$ cat src/hw/rtl/contact_pair_aging_table_core_assert.svh
// Assertion macros for the contact pair aging table.
`ifndef CONTACT_PAIR_AGING_TABLE_CORE_ASSERT_SVH
`define CONTACT_PAIR_AGING_TABLE_CORE_ASSERT_SVH

// Same-cycle implication, sampled on the rising clock, off during reset.
`define CPAT_ASSERT_NOW(label, clk, rst, ante, cons, msg) \
   label: assert property (@(posedge clk) disable iff (rst) (ante) |-> (cons)) \
      else $error(msg);

// Next-cycle implication.
`define CPAT_ASSERT_NEXT(label, clk, rst, ante, cons, msg) \
   label: assert property (@(posedge clk) disable iff (rst) (ante) |=> (cons)) \
      else $error(msg);

`endif

$ cat src/hw/rtl/cpat_pkg.sv
`timescale 1ns / 1ps
`default_nettype none

package cpat_pkg;

   localparam int DEF_TABLE_DEPTH = 32;
   localparam int DEF_ID_BITS     = 16;
   localparam int SHAPE_BITS      = 16;
   localparam int LIMIT_BITS      = 8;
   localparam int AGE_BITS        = 9;
   localparam int REMOVED_BITS    = 7;
   localparam int GRP_SIZE        = 8;
   localparam int GCNT_W          = $clog2(GRP_SIZE + 1);

   localparam logic [AGE_BITS-1:0]     AGE_MAX       = '1;
   localparam logic [LIMIT_BITS-1:0]   EXPIRE_RESET  = 8'd10;
   localparam logic [REMOVED_BITS-1:0] REMOVED_SAT   = '1;

   localparam logic REQ_REPORT = 1'b0;
   localparam logic REQ_TICK   = 1'b1;

   typedef enum logic [2:0] {
      ST_IGNORED  = 3'd0,
      ST_REFRESH  = 3'd1,
      ST_INSERTED = 3'd2,
      ST_FULL     = 3'd3,
      ST_TICK     = 3'd4
   } status_type;

   typedef enum logic [1:0] {
      S_IDLE,
      S_EXEC,
      S_SUM1,
      S_SUM2
   } state_type;

   // per-table command for the cell row
   typedef struct packed {
      logic report_en;
      logic tick_en;
   } chain_ctrl_type;

   typedef struct packed {
      logic hit;
      logic has_free;
   } chain_stat_type;

endpackage

`default_nettype wire

$ cat src/hw/rtl/cpat_cell.sv
`timescale 1ns / 1ps
`default_nettype none

module cpat_cell #(
   parameter int ID_BITS = cpat_pkg::DEF_ID_BITS
) (
   input  wire                              clock,
   input  wire                              reset,
   input  cpat_pkg::chain_ctrl_type         ctrl,
   input  wire                              insert_en,
   input  wire  [ID_BITS-1:0]               id_a,
   input  wire  [ID_BITS-1:0]               id_b,
   input  wire  [cpat_pkg::LIMIT_BITS-1:0]  limit,
   input  wire                              free_before,
   output logic                             free_through,
   output logic                             match,
   output logic                             expire
);

   logic                           used_ff, used_in;
   logic [ID_BITS-1:0]             ida_ff, ida_in;
   logic [ID_BITS-1:0]             idb_ff, idb_in;
   logic [cpat_pkg::AGE_BITS-1:0]  age_ff, age_in;
   logic                           expire_ff, expire_in;
   logic [cpat_pkg::AGE_BITS-1:0]  aged;
   logic                           too_old;

   assign match        = used_ff && (ida_ff == id_a) && (idb_ff == id_b);
   assign free_through = free_before || !used_ff;
   assign expire       = expire_ff;

   assign aged    = (age_ff == cpat_pkg::AGE_MAX) ? age_ff : age_ff + 1'b1;
   assign too_old = aged > cpat_pkg::AGE_BITS'(limit);

   always_comb begin
      used_in   = used_ff;
      ida_in    = ida_ff;
      idb_in    = idb_ff;
      age_in    = age_ff;
      expire_in = 1'b0;
      if (ctrl.report_en && match) begin
         age_in = '0;
      end
      // only the first free cell of the row takes a new pair
      if (insert_en && !free_before && !used_ff) begin
         used_in = 1'b1;
         ida_in  = id_a;
         idb_in  = id_b;
         age_in  = '0;
      end
      if (ctrl.tick_en && used_ff) begin
         age_in = aged;
         if (too_old) begin
            used_in   = 1'b0;
            expire_in = 1'b1;
         end
      end
   end

   always_ff @(posedge clock) begin
      if (reset) begin
         used_ff <= 1'b0;
      end else begin
         used_ff <= used_in;
      end
   end

   always_ff @(posedge clock) begin
      ida_ff    <= ida_in;
      idb_ff    <= idb_in;
      age_ff    <= age_in;
      expire_ff <= expire_in;
   end

endmodule

`default_nettype wire

$ cat src/hw/rtl/cpat_chain.sv
`timescale 1ns / 1ps
`default_nettype none

module cpat_chain #(
   parameter  int TABLE_DEPTH = cpat_pkg::DEF_TABLE_DEPTH,
   parameter  int ID_BITS     = cpat_pkg::DEF_ID_BITS,
   localparam int GROUPS      = (TABLE_DEPTH + cpat_pkg::GRP_SIZE - 1) / cpat_pkg::GRP_SIZE
) (
   input  wire                                       clock,
   input  wire                                       reset,
   input  cpat_pkg::chain_ctrl_type                  ctrl,
   input  wire  [ID_BITS-1:0]                        id_a,
   input  wire  [ID_BITS-1:0]                        id_b,
   input  wire  [cpat_pkg::LIMIT_BITS-1:0]           limit,
   output cpat_pkg::chain_stat_type                  stat,
   output logic [GROUPS-1:0][cpat_pkg::GCNT_W-1:0]   grp_cnt
);

   localparam int PAD = GROUPS * cpat_pkg::GRP_SIZE;

   logic [TABLE_DEPTH:0]   free_link;
   logic [TABLE_DEPTH-1:0] match_vec;
   logic [TABLE_DEPTH-1:0] expire_vec;
   logic [PAD-1:0]         expire_pad;
   logic                   insert_en;
   logic [GROUPS-1:0][cpat_pkg::GCNT_W-1:0] grp_cnt_ff, grp_cnt_in;

   assign free_link[0]  = 1'b0;
   assign stat.hit      = |match_vec;
   assign stat.has_free = free_link[TABLE_DEPTH];
   assign insert_en     = ctrl.report_en && !stat.hit;

   for (genvar i = 0; i < TABLE_DEPTH; i++) begin : g_cell
      cpat_cell #(
         .ID_BITS(ID_BITS)
      ) u_cell (
         .clock       (clock),
         .reset       (reset),
         .ctrl        (ctrl),
         .insert_en   (insert_en),
         .id_a        (id_a),
         .id_b        (id_b),
         .limit       (limit),
         .free_before (free_link[i]),
         .free_through(free_link[i+1]),
         .match       (match_vec[i]),
         .expire      (expire_vec[i])
      );
   end

   // first level of the expire count tree: one small popcount per group
   assign expire_pad = PAD'(expire_vec);

   always_comb begin
      grp_cnt_in = '0;
      for (int g = 0; g < GROUPS; g++) begin
         for (int j = 0; j < cpat_pkg::GRP_SIZE; j++) begin
            grp_cnt_in[g] = grp_cnt_in[g]
                          + cpat_pkg::GCNT_W'(expire_pad[g*cpat_pkg::GRP_SIZE + j]);
         end
      end
   end

   always_ff @(posedge clock) begin
      grp_cnt_ff <= grp_cnt_in;
   end

   assign grp_cnt = grp_cnt_ff;

endmodule

`default_nettype wire

$ cat config.mk
export PLATFORM = sky130hd
export DESIGN_NAME = cpat_chain
export DESIGN_NICKNAME = d
export VERILOG_FILES = /design/src/hw/rtl/contact_pair_aging_table_core_assert.svh /design/src/hw/rtl/cpat_pkg.sv /design/src/hw/rtl/cpat_cell.sv /design/src/hw/rtl/cpat_chain.sv
export SDC_FILE = /design/constraint.sdc
export NUM_CORES = 2
export LEC_CHECK = 0
export ABC_AREA = 1
export BUFFER_PORTS_ARGS = -buffer_cell sky130_fd_sc_hd__buf_2
export CAP_MARGIN = 15
export CORE_UTILIZATION = 45
export CTS_CLUSTER_SIZE = 25
export DETAILED_ROUTE_END_ITERATION = 10
export GPL_ROUTABILITY_DRIVEN = 0
export HOLD_SLACK_MARGIN = 0.02
export MAX_ROUTING_LAYER = met4
export PLACE_DENSITY = 0.63
export SKIP_LAST_GASP = 1
export SYNTH_ARGS = -nofsm -noshare
export SYNTH_HDL_FRONTEND = slang
export SYNTH_HIERARCHICAL = 1
export SYNTH_SLANG_ARGS = --single-unit
$ cat constraint.sdc
create_clock -name clock -period 13.83 [get_ports clock]
set_clock_uncertainty 0.2 [all_clocks]
set_input_delay 2.0745 -clock clock [delete_from_list [all_inputs] [get_ports clock]]
set_output_delay 2.0745 -clock clock [all_outputs]
set_load 0.02 [all_outputs]
==> metrics.txt <==
FMAX 74.44 MHz; H-tree lvl count 4; Max Cap Viol 0; Die ar. around 180000 µm²; IO Port Bufs 61; compound-cell area share of the yosys netlist 4.685%; Via density 4.954; placed instance area 83100 µm²; clock root cell clkbuf_16; largest family of logic cells by synthesized area simple AND/OR/NAND/NOR gates; Yosys cell types 45; total gr overflow 0; vias in the first global route 56.46k; Crit path top cell by count or2_2; post-synthesis xor/xnor area fraction 4.813%; met2 Use GR 37.93%; Post-synth EDFFs 1312; Reg2Reg Setup Slack 2.57 ns; Pwr Total 9180 µW; WP data arrival between 10 and 15 ns; RSZ-0062 raised after global routing no; gate count of the mapped netlist 9241; GRT Resource Usage Total a little under a quarter; Tmin final between 10 and 15 ns; final worst-path cycle share 97.13%; type of destination of the critical path output port; met1 usage 31.91%; row count 153; drt drc 0; worst slew pin tran 1.056 ns; antenna violations before repair 3; Area contributors post-synth edfxtp_1 50%, nand2_1 12%, inv_1 9.0%; via count 59.23k; slowest stage cell, crit path dfxtp_1; grt met3 use roughly 2.7%; Setup Viol. Count Final 0; CTS Buf Count 154; HP Class flop to flop; DPL Wire Length 131.0 mm; worst path required time 11.56 ns; Synth top area share 49.66%; slew margin rel. 29.57%; final core utilization 50.47%; post-route ant nets 0; CTS tree done; Max Slew Vio Count 0; Seq cells post-synth approximately 1.4k; Fillers 16.02k; Initial Util a little under half; status finished clean; final net count around 10k; die height 421.9 µm; peak supply drop 0.1343 mV; pwr dens 104.3 nW/µm²; Primary FF master, synth edfxtp_1; CTS Hold Bufs 0; drt wl/cell 17.23 µm; Simple-Gate Fraction of Synth Area 23.59%; largest net degree at the start of global routing 64; Syn. warnings 6; Post-Synth Adder-Cell Area 5.135%; drt total wl 206.0 mm; die width around 420 µm; DR pass1 iterations 5; sequential area share after synthesis 51.67%; Layout area overhead 10.93%; first-pass GRT wire length around 320 mm; Synth area leader edfxtp_1; share of cells above drive strength 1 8.932%; Clk Latency, worst-skew pair between 0.7 and 0.8 ns; post-CTS setup buffer count 0; Worst setup SP type flop; fin area 88010 µm²; Max clock buf depth 3; Synth async-reset ratio 0%; critical path fanouts, max 3; post-synthesis mux area share 0%; TNS Setup 0 ns; GR peak layer met2; CTS Sinks 1392; Mean Syn Cell Area 8.586 µm²; Clk pin slew, worst setup/hold paths approximately 0.060 ns; IO Pins 62; max incr delay on CP 0.34 ns; post-synthesis cell area 79340 µm²; LEAKAGE roughly 0.041 µW; final hold violation count 0; Crit Path Category flop to output port; core area 174400 µm²; First DRT Iteration DRCs ~4.5k
[through the flow]
stage	hold WS, ns	cells	setup slack, ns
3_3_place_gp	0.2557	11680	0.1410
2_1_floorplan	0.2324	9243	0.4720
5_1_grt	0.3044	11950	0.04112
4_1_cts	0.2780	11950	0.01354
6_report	0.2694	11960	0.3965
3_5_place_dp	0.2617	11680	0.08853
[final timing paths]
path | start | endpoint | cells past startpoint
setup / recovery | g_cell[0].u_cell/used_ff | stat[0] | 34
hold / removal | g_cell[26].u_cell/expire | grp_cnt[12] | 1
hold reg to reg | g_cell[26].u_cell/expire | grp_cnt[12] | 1
setup reg to reg | g_cell[0].u_cell/used_ff | g_cell[30].u_cell/age_ff[2] | 37
[layout make-up]
cell class	instances	area (µm²)	share of cell area (%)
flip-flops and latches	1392	41000	46.58
inverters	2029	7616	8.654
repair buffers	152	1069	1.214
clock buffers	208	4305	4.892
well taps	2325	2909	3.305
clock inverters	67	565.5	0.6426
multi-input cells	5780	30540	34.70
diodes	3	7.507	0.008530
[critical path: cells and delay by family, from the launching register on]
family                 cells  cell delay (ns)
flip-flops                 1             0.34
AND/OR/NAND/NOR           32             9.78
buffers and inverters      2             0.22
[synthesized netlist by cell type, types with 19 or more instances]
master,count
o21ai_0,168
o21bai_1,32
xnor2_1,261
xor2_1,123
nor2_1,1013
dfxtp_1,80
o21ai_1,54
a21oi_1,266
inv_1,1904
nor3_1,217
a21o_1,19
nand2_2,32
nand3_2,50
nor2_2,24
nand4_1,53
and2_1,51
inv_2,124
buf_6,31
and3_1,34
nor3_2,44
nand3_1,203
or2_2,75
xnor2_2,28
ha_1,300
o22ai_1,53
nand2_1,2544
edfxtp_1,1312
a211oi_2,30
nor2_4,20
or2_1,19
[logic make-up after synthesis]
family	Yosys count
AND/OR/NAND/NOR	4405
buffers and inverters	2071
flip-flops	1392
AO/OA/AOI/OAI	644
XOR/XNOR	412
adder cells (fa/ha/maj)	316
other	1
[layer usage]
metal,wire (µm),vias to the layer above
met2,94970,1454
li1,-,29560
met1,94980,27900
met3,11010,312
met4,5076,0
met5,0,-
[cells in the final DEF, fill, tap and decap left out, types with 75 or more instances in the layout]
master     Yosys  final
nor2_1      1013   1013
clkbuf_16      0    161
inv_2        124    124
ha_1         300    300
nand3_1      203    203
dfxtp_1       80     80
xnor2_1      261    261
nor3_1       217    185
nand2_1     2544   2544
a21oi_1      266    266
nor3_2        44     75
o21ai_0      168    168
xor2_1       123    123
edfxtp_1    1312   1312
inv_1       1904   1904
buf_4          1    123
[registers in the layout (all words and copies together), names as in the netlist]
register               count
grp_cnt                   16
g_cell.u_cell/expire      32
g_cell.u_cell/ida_ff     512
g_cell.u_cell/used_ff     32
g_cell.u_cell/idb_ff     512
g_cell.u_cell/age_ff     288
[power breakdown]
group | switching, µW | total [µW] | leakage (µW) | internal [µW]
clock network | 1690 | 4000 | 0.00237 | 2310
registers | 5.21 | 4610 | 0.0128 | 4600
logic | 418 | 573 | 0.0257 | 156
total | 2110 | 9180 | 0.0408 | 7070
[timing repair]
action / 4_1_cts / 5_1_grt
pin swaps: 1 / 0
endpoints found under the setup margin: 1 / 1
resized for setup: 10 / 4
endpoints found under the hold margin: 0 / 0
Note: power is estimated with default switching activity, not from simulation.
